## config.mk

```make
export PLATFORM = sky130hd
export DESIGN_NAME = categorized_round_robin_queue_top
export DESIGN_NICKNAME = d
export VERILOG_FILES = /design/src/rtl/crrq_pkg.sv /design/src/rtl/crrq_ram.sv /design/src/rtl/categorized_round_robin_queue_top.sv
export SDC_FILE = /design/constraint.sdc
export NUM_CORES = 2
export LEC_CHECK = 0
export BUFFER_PORTS_ARGS = -buffer_cell sky130_fd_sc_hd__buf_2
export CAP_MARGIN = 0
export CORE_UTILIZATION = 45
export DETAILED_ROUTE_END_ITERATION = 6
export SYNTH_ARGS = -nofsm -noshare
export SYNTH_HDL_FRONTEND = slang
export SYNTH_SLANG_ARGS = --single-unit
```

## constraint.sdc

```tcl
create_clock -name clk -period 26.9 [get_ports clk]
set_input_delay 8.07 -clock clk [delete_from_list [all_inputs] [get_ports clk]]
set_output_delay 8.07 -clock clk [all_outputs]
set_load 0.01 [all_outputs]
```

## src/rtl/crrq_pkg.sv

```systemverilog
// Package for the categorized round-robin queue.
// Holds opcodes, status codes and default sizes; no dependencies.
`default_nettype none
package crrq_pkg;
  localparam int NumCategoriesDef = 8;
  localparam int QueueDepthDef = 16;

  localparam logic [2:0] OP_SUBMIT  = 3'd0;
  localparam logic [2:0] OP_DEQUEUE = 3'd1;
  localparam logic [2:0] OP_CLEAR   = 3'd2;
  localparam logic [2:0] OP_CANCEL  = 3'd3;
  localparam logic [2:0] OP_DEPTH   = 3'd4;

  localparam logic [2:0] ST_OK         = 3'd0;
  localparam logic [2:0] ST_STOPPED    = 3'd1;
  localparam logic [2:0] ST_NULL       = 3'd2;
  localparam logic [2:0] ST_TABLE_FULL = 3'd3;
  localparam logic [2:0] ST_QUEUE_FULL = 3'd4;
  localparam logic [2:0] ST_EMPTY      = 3'd5;
endpackage
`default_nettype wire

```

## src/rtl/crrq_ram.sv

```systemverilog
// Generic single-port-write, single-port-read RAM with registered read.
// No dependencies.
`default_nettype none
module crrq_ram #(
  parameter int Width = 16,
  parameter int Depth = 128
) (
  input  wire logic                     clk,
  input  wire logic                     we,
  input  wire logic [$clog2(Depth)-1:0] waddr,
  input  wire logic [Width-1:0]         wdata,
  input  wire logic [$clog2(Depth)-1:0] raddr,
  output logic      [Width-1:0]         rdata
);
  logic [Width-1:0] mem [Depth];

  always_ff @(posedge clk) begin
    if (we) begin
      mem[waddr] <= wdata;
    end
    rdata <= mem[raddr];
  end
endmodule
`default_nettype wire

```

## src/rtl/categorized_round_robin_queue_top.sv

```systemverilog
// Top level of the categorized round-robin queue.
// Depends on crrq_pkg and crrq_ram.
//
// Usage: one transaction on the in_ channel carries an opcode, a category key
// and a task handle; each produces exactly one transaction on the out_ channel
// with a status, a dequeued handle and a count. cfg_we writes the stopped bit
// at any clock edge; the user is to change it only while the block is idle,
// and the block does not enforce this. One category slot or one queue is
// visited per cycle. A submit scans the slot table and then writes the task;
// a dequeue scans the rotation and then reads the task store; cancel and
// depth query sum the fill of every queue. Clear all, unused opcodes and
// requests refused at once go straight to the result.
// The block takes one transaction at a time: in_ready is high only while no
// transaction is in progress and the result register is free or being taken
// in the same cycle, so the next transaction can be accepted at the earliest
// in the same cycle as the result appears.
// A result waits in the output register while out_ready is low, and no new
// transaction is accepted until it has been taken.
// Reset clears the slot table, the queue counters, the active count and the
// stopped bit; the key, rotation and task stores need no clearing pass.
`default_nettype none
module categorized_round_robin_queue_top #(
  parameter int NUM_CATEGORIES = crrq_pkg::NumCategoriesDef,
  parameter int QUEUE_DEPTH    = crrq_pkg::QueueDepthDef
) (
  input  wire logic               clk,
  input  wire logic               rst_n,
  input  wire logic               cfg_we,
  input  wire logic               cfg_wdata,
  input  wire logic               in_valid,
  output logic                    in_ready,
  input  wire logic [2:0]         in_op,
  input  wire logic signed [63:0] in_category,
  input  wire logic [15:0]        in_task_id,
  output logic                    out_valid,
  input  wire logic               out_ready,
  output logic [2:0]              out_status,
  output logic [15:0]             out_task_out,
  output logic [15:0]             out_count
);
  localparam int SW = $clog2(NUM_CATEGORIES);
  localparam int CW = $clog2(NUM_CATEGORIES + 1);
  localparam int QW = $clog2(QUEUE_DEPTH);
  localparam int FW = $clog2(QUEUE_DEPTH + 1);
  localparam int PW = FW + 1;
  localparam int AW = SW + QW;
  localparam int TD = NUM_CATEGORIES * (1 << QW);
  localparam int SUMW = FW + CW + 1;
  localparam int CNTW = ((SUMW > 16) ? SUMW : 16) + 1;

  typedef enum logic [2:0] {
    S_IDLE, S_MATCH, S_SUB_WR, S_DQ_SCAN, S_DQ_RD, S_SUM, S_OUT
  } state_t;

  state_t state_r;
  logic stopped_r;
  logic [CW-1:0] used_r;
  logic [FW-1:0] fill_r [NUM_CATEGORIES];
  logic [QW-1:0] head_r [NUM_CATEGORIES];
  logic [63:0] keys_r [NUM_CATEGORIES];
  logic [SW-1:0] rot_r [NUM_CATEGORIES];
  logic [15:0] active_r;
  logic [2:0] op_r;
  logic [63:0] key_r;
  logic [15:0] tid_r;
  logic [CW-1:0] idx_r;
  logic [SW-1:0] slot_r;
  logic [SUMW-1:0] sum_r;
  logic out_valid_r;
  logic [2:0] status_r;
  logic [15:0] task_r;
  logic [15:0] count_r;

  logic ram_we;
  logic [AW-1:0] ram_waddr, ram_raddr;
  logic [15:0] ram_rdata;
  logic out_free;
  logic [PW-1:0] wpos_sum;
  logic [QW-1:0] wpos;
  logic [QW-1:0] head_next;
  logic [SW-1:0] cur_slot;
  logic [SW-1:0] rot_head;

  crrq_ram #(.Width(16), .Depth(TD)) u_store (
    .clk(clk), .we(ram_we), .waddr(ram_waddr), .wdata(tid_r),
    .raddr(ram_raddr), .rdata(ram_rdata)
  );

  assign out_free  = !out_valid_r || out_ready;
  assign in_ready  = (state_r == S_IDLE) && out_free;
  assign out_valid = out_valid_r;
  assign out_status = status_r;
  assign out_task_out = task_r;
  assign out_count = count_r;

  assign cur_slot = idx_r[SW-1:0];
  assign rot_head = rot_r[0];

  always_comb begin
    wpos_sum = PW'(head_r[slot_r]) + PW'(fill_r[slot_r]);
    wpos = (wpos_sum >= PW'(QUEUE_DEPTH)) ? QW'(wpos_sum - PW'(QUEUE_DEPTH)) : QW'(wpos_sum);
    head_next = (head_r[slot_r] == QW'(QUEUE_DEPTH - 1)) ? '0 : head_r[slot_r] + 1'b1;
    ram_we = (state_r == S_SUB_WR) && (fill_r[slot_r] < FW'(QUEUE_DEPTH));
    ram_waddr = {slot_r, wpos};
    if (state_r == S_DQ_SCAN) begin
      ram_raddr = {rot_head, head_r[rot_head]};
    end else begin
      ram_raddr = {slot_r, head_r[slot_r]};
    end
  end

  always_ff @(posedge clk) begin
    if (!rst_n) begin
      state_r <= S_IDLE;
      stopped_r <= 1'b0;
      used_r <= '0;
      active_r <= '0;
      out_valid_r <= 1'b0;
      for (int i = 0; i < NUM_CATEGORIES; i++) begin
        fill_r[i] <= '0;
        head_r[i] <= '0;
      end
    end else begin
      if (cfg_we) begin
        stopped_r <= cfg_wdata;
      end
      if (state_r == S_OUT && out_free) begin
        out_valid_r <= 1'b1;
      end else if (out_ready) begin
        out_valid_r <= 1'b0;
      end
      case (state_r)
        S_IDLE: begin
          if (in_valid && in_ready) begin
            op_r <= in_op;
            key_r <= in_category;
            tid_r <= in_task_id;
            idx_r <= '0;
            sum_r <= '0;
            status_r <= crrq_pkg::ST_OK;
            task_r <= '0;
            count_r <= '0;
            case (in_op)
              crrq_pkg::OP_SUBMIT: begin
                if (stopped_r) begin
                  status_r <= crrq_pkg::ST_STOPPED;
                  state_r <= S_OUT;
                end else if (in_task_id == '0) begin
                  status_r <= crrq_pkg::ST_NULL;
                  state_r <= S_OUT;
                end else begin
                  state_r <= S_MATCH;
                end
              end
              crrq_pkg::OP_DEQUEUE: begin
                if (stopped_r) begin
                  status_r <= crrq_pkg::ST_STOPPED;
                  state_r <= S_OUT;
                end else begin
                  state_r <= S_DQ_SCAN;
                end
              end
              crrq_pkg::OP_CLEAR: begin
                used_r <= '0;
                for (int i = 0; i < NUM_CATEGORIES; i++) begin
                  fill_r[i] <= '0;
                  head_r[i] <= '0;
                end
                state_r <= S_OUT;
              end
              crrq_pkg::OP_CANCEL, crrq_pkg::OP_DEPTH: begin
                state_r <= S_SUM;
              end
              default: begin
                state_r <= S_OUT;
              end
            endcase
          end
        end
        S_MATCH: begin
          if (idx_r == used_r) begin
            if (used_r == CW'(NUM_CATEGORIES)) begin
              status_r <= crrq_pkg::ST_TABLE_FULL;
              state_r <= S_OUT;
            end else begin
              keys_r[cur_slot] <= key_r;
              rot_r[cur_slot] <= cur_slot;
              head_r[cur_slot] <= '0;
              fill_r[cur_slot] <= '0;
              used_r <= used_r + 1'b1;
              slot_r <= cur_slot;
              state_r <= S_SUB_WR;
            end
          end else if (keys_r[cur_slot] == key_r) begin
            slot_r <= cur_slot;
            state_r <= S_SUB_WR;
          end else begin
            idx_r <= idx_r + 1'b1;
          end
        end
        S_SUB_WR: begin
          if (fill_r[slot_r] < FW'(QUEUE_DEPTH)) begin
            fill_r[slot_r] <= fill_r[slot_r] + 1'b1;
          end else begin
            status_r <= crrq_pkg::ST_QUEUE_FULL;
          end
          state_r <= S_OUT;
        end
        S_DQ_SCAN: begin
          if (idx_r == used_r) begin
            status_r <= crrq_pkg::ST_EMPTY;
            state_r <= S_OUT;
          end else begin
            for (int i = 0; i < NUM_CATEGORIES - 1; i++) begin
              if (CW'(i + 1) < used_r) begin
                rot_r[i] <= rot_r[i + 1];
              end
            end
            rot_r[SW'(used_r - 1'b1)] <= rot_head;
            if (fill_r[rot_head] != '0) begin
              slot_r <= rot_head;
              state_r <= S_DQ_RD;
            end else begin
              idx_r <= idx_r + 1'b1;
            end
          end
        end
        S_DQ_RD: begin
          task_r <= ram_rdata;
          head_r[slot_r] <= head_next;
          fill_r[slot_r] <= fill_r[slot_r] - 1'b1;
          if (active_r != 16'hFFFF) begin
            active_r <= active_r + 1'b1;
          end
          state_r <= S_OUT;
        end
        S_SUM: begin
          if (idx_r == CW'(NUM_CATEGORIES)) begin
            if (op_r == crrq_pkg::OP_CANCEL) begin
              count_r <= ((CNTW'(sum_r) + CNTW'(active_r)) > CNTW'(16'hFFFF)) ? 16'hFFFF
                         : 16'(CNTW'(sum_r) + CNTW'(active_r));
              for (int i = 0; i < NUM_CATEGORIES; i++) begin
                fill_r[i] <= '0;
                head_r[i] <= '0;
              end
            end else begin
              count_r <= (CNTW'(sum_r) > CNTW'(16'hFFFF)) ? 16'hFFFF : 16'(sum_r);
            end
            state_r <= S_OUT;
          end else begin
            sum_r <= sum_r + SUMW'(fill_r[cur_slot]);
            idx_r <= idx_r + 1'b1;
          end
        end
        S_OUT: begin
          if (out_free) begin
            state_r <= S_IDLE;
          end
        end
        default: begin
          state_r <= S_IDLE;
        end
      endcase
    end
  end

  a_ready_idle: assert property (@(posedge clk) disable iff (!rst_n)
    in_ready |-> state_r == S_IDLE)
    else $error("ready outside idle");
  a_used_max: assert property (@(posedge clk) disable iff (!rst_n)
    used_r <= CW'(NUM_CATEGORIES))
    else $error("slot count overflow");
  a_out_hold: assert property (@(posedge clk) disable iff (!rst_n)
    out_valid && !out_ready |=> out_valid && $stable(out_status))
    else $error("result dropped");
  a_dq_task: assert property (@(posedge clk) disable iff (!rst_n)
    state_r == S_DQ_RD |=> status_r == crrq_pkg::ST_OK)
    else $error("dequeue status");
endmodule
`default_nettype wire
```

==> flow_summary.json <==
{
  "status": "complete, but fails checks",
  "startpoint_type": "input port",
  "setup_viol": 0,
  "post_synth_and_or_nand_nor_area_fraction_pct": 9.058,
  "multi_input_area_um2": 27040,
  "cpMostUsedCell": "buf_2",
  "drv_slew": 0,
  "async_flop_share_pct": 0,
  "fmax_ghz": 0.05962,
  "rsz0062_at_grt": "no",
  "drt-total-wl_mm": 295.2,
  "synth_commonest_cells": "edfxtp_1 (2791), nand2_1 (1238), and2_1 (367)",
  "synth_top_family_by_area": "simple AND/OR/NAND/NOR gates",
  "synth_top_cell_area_share_pct": 73.66,
  "crit_path_end_kind": "primary output",
  "synth_seq_area_share_pct": 74.48,
  "synthMuxAreaShare_pct": 4.701,
  "synth_compound_area_share_pct": 8.677,
  "hold_path_end": "active_r[7]$_SDFFE_PN0P_",
  "yosys.area_share.adder_pct": 0.3783,
  "rows": 184,
  "syn2layout_area_growth_pct": 12.78,
  "antenna_found_initial": 7,
  "crit_path_top_delay_cell": "nand2b_1",
  "clockBufferDepth": 4,
  "tns_ns": 0,
  "final-hold-violation-count": 0,
  "clock_tree.root_cell": "clkbuf_16",
  "viasPerCell": 5.868,
  "synth_enable_flop_cells": 2791,
  "path_cells": "buf_2 -> nand2b_1 -> and2_1 -> buf_2",
  "hold_depth": 2,
  "io-pin-count": 126,
  "use_met2_pct": 37.02,
  "drive_above_1_share_pct": 13.71,
  "ys_warn_count": 0,
  "post_cts_buffers": 0,
  "postRouteAntennaNets": 0,
  "num_vias": 65690,
  "failed_checks": "DRC",
  "grtUsageMet3_pct": 3.167,
  "slowest_delay_ns": 0.21,
  "grt_pass1_vias": 63517,
  "final_nets": 7745,
  "setup_slack_ns": 10.13,
  "syn_nets": 7515,
  "holdCritStartpoint": "active_r[7]$_SDFFE_PN0P_",
  "busiest_layer": "met2",
  "finClkSkew_ns": 0.05834,
  "criticalPathCategory": "input port to primary output",
  "die_w_um": 504.8,
  "dominantRegCellSynth": "edfxtp_1",
  "syn_inst": 7394,
  "core-area_um2": 251400,
  "yosys-top-cells-area": "edfxtp_1 (74%), nand2_1 (4.1%), a311oi_1 (2.7%)",
  "fp.dieArea_um2": 254900,
  "power.static_leakage_uw": 0.04126,
  "tightest_slew_ns": 1.377,
  "clkLatencyLatePin_ns": 0.87,
  "synth_most_common_cell": "edfxtp_1",
  "nFillCells": 20629,
  "arrival_ns": 8.70,
  "maxCapViolCount": 0,
  "path_clk_slew_ns": 0.05,
  "start_util_pct": 45.26,
  "ys_types": 74,
  "postCtsResizedCells": 0,
  "use_met1_pct": 31.20,
  "dpl_cell_area_um2": 118900,
  "whs_ns": 0.5185,
  "netlist_area_um2": 113800,
  "p_per_area_nw_per_um2": 89.84,
  "maxSlewHeadroom_pct": 7.849,
  "fin_crit_sh_pct": 62.35,
  "rr_worst_depth": 14,
  "min_path_type": "flop to flop",
  "dp_hpwl_mm": 167.7,
  "reg2reg_to": "u_store.rdata[12]$_DFF_P_",
  "place_ws_ns": 10.12,
  "syn_area_per_cell_um2": 15.39,
  "place.gp.congestion": 0.8386,
  "grt_usage_pct": 22.74,
  "avgRoutedWirePerCell_um": 26.37,
  "synth_xor_area_share_pct": 0.7313,
  "grt_pass1_wl_mm": 431.8,
  "numCtsBuffers": 306,
  "grt_max_degree": 179,
  "die_height_um": 504.8,
  "required_ns": 18.83,
  "htree_levels": 5,
  "vdd.ir_drop.worst_v": 0.00006563,
  "drcViolationCount": 104,
  "final-seq-area_um2": 84760,
  "yosys.area.top_type": "edfxtp_1",
  "grt_overflow_total": 0,
  "dr.pass1.iters": 7,
  "fin_util_pct": 51.05,
  "fin_area_um2": 128300,
  "port-buffer-count": 125,
  "cts_tree": "built",
  "clock_sinks": 2838,
  "hold_buffers": 0,
  "fin_crit_ns": 16.77,
  "ys_ff_latch": 2838,
  "worstPathMaxFanout": 6,
  "timing.reg2reg.setup_slack_ns": 19.45,
  "drt_iter0_markers": 6999
}
[worst max-delay path: cells and delay by family]
kind | cells | cell delay, ns
AND/OR/NAND/NOR | 2 | 0.40
buffers and inverters | 2 | 0.22
[how the worst max path moves through the flow]
stage                          from  endpoint  depth (start not counted)
final                     out_ready  in_ready                          4
after global routing      out_ready  in_ready                          4
after CTS                 out_ready  in_ready                          4
after detailed placement  out_ready  in_ready                          4
after global placement    out_ready  in_ready                          4
after floorplan           out_ready  in_ready                          2
[layout by cell type (no fill, tap or decap), drive strengths merged, types with 50 or more instances in the layout]
| cell | Yosys | final |
|---|---|---|
| edfxtp | 2791 | 2791 |
| nand2 | 1239 | 1239 |
| and2 | 425 | 425 |
| buf | 170 | 403 |
| clkbuf | 311 | 389 |
| a211oi | 385 | 385 |
| a311oi | 352 | 352 |
| nor2 | 283 | 283 |
| mux2i | 244 | 244 |
| a31oi | 160 | 160 |
| nand3 | 146 | 146 |
| mux4 | 114 | 114 |
| clkinv | 0 | 104 |
| a21oi | 74 | 74 |
| xnor2 | 61 | 61 |
| a22oi | 54 | 54 |
| o41ai | 50 | 50 |
[routing by layer]
metal	wire length [um]	vias up	part of all wire (%)
li1	-	29186	-
met1	123000	33591	42
met2	141600	2432	48
met3	19720	477	6.7
met4	10820	4	3.7
met5	21	-	0.0071
[stage by stage]
step,power (uW),instances
global placement,7579,10664
floorplan,6768,7394
finish,11530,11194
detailed placement,7609,10664
global route,11940,11191
CTS,11600,11189
[area by class of cell]
cell class	instances	area share, %
Clock inverter	136	0.9750
Timing Repair Buffer	403	2.182
Tap cell	3348	3.264
Clock buffer	389	6.364
Multi-Input combinational cell	4047	21.07
Sequential cell	2838	66.05
Antenna cell	5	0.009750
Inverter	28	0.08190
[where the power goes]
group | switching (uW) | internal, uW | total [uW]
sequential | 102 | 5040 | 5140
combinational | 1630 | 753 | 2380
clock | 1680 | 2330 | 4010
[logic make-up after synthesis]
family                     after synthesis
DFF                                   2838
and+or+nand+nor                       2286
AOI/OAI and AO/OA                     1247
buffers and inverters                  509
muxes                                  387
xor gates and xnor gates                95
adders and majority gates               32
[flip-flops by register name (all words and copies together) (netlist names), 4 cells and up, named ones only]
register / flops
u_store.rdata: 16
rot_r: 24
head_r: 32
keys_r: 512
u_store.mem: 2048
used_r: 4
tid_r: 16
key_r: 64
idx_r: 4
active_r: 16
sum_r: 10
out_task_out: 16
out_count: 16
fill_r: 40
Power figures use the tool's default switching activity.
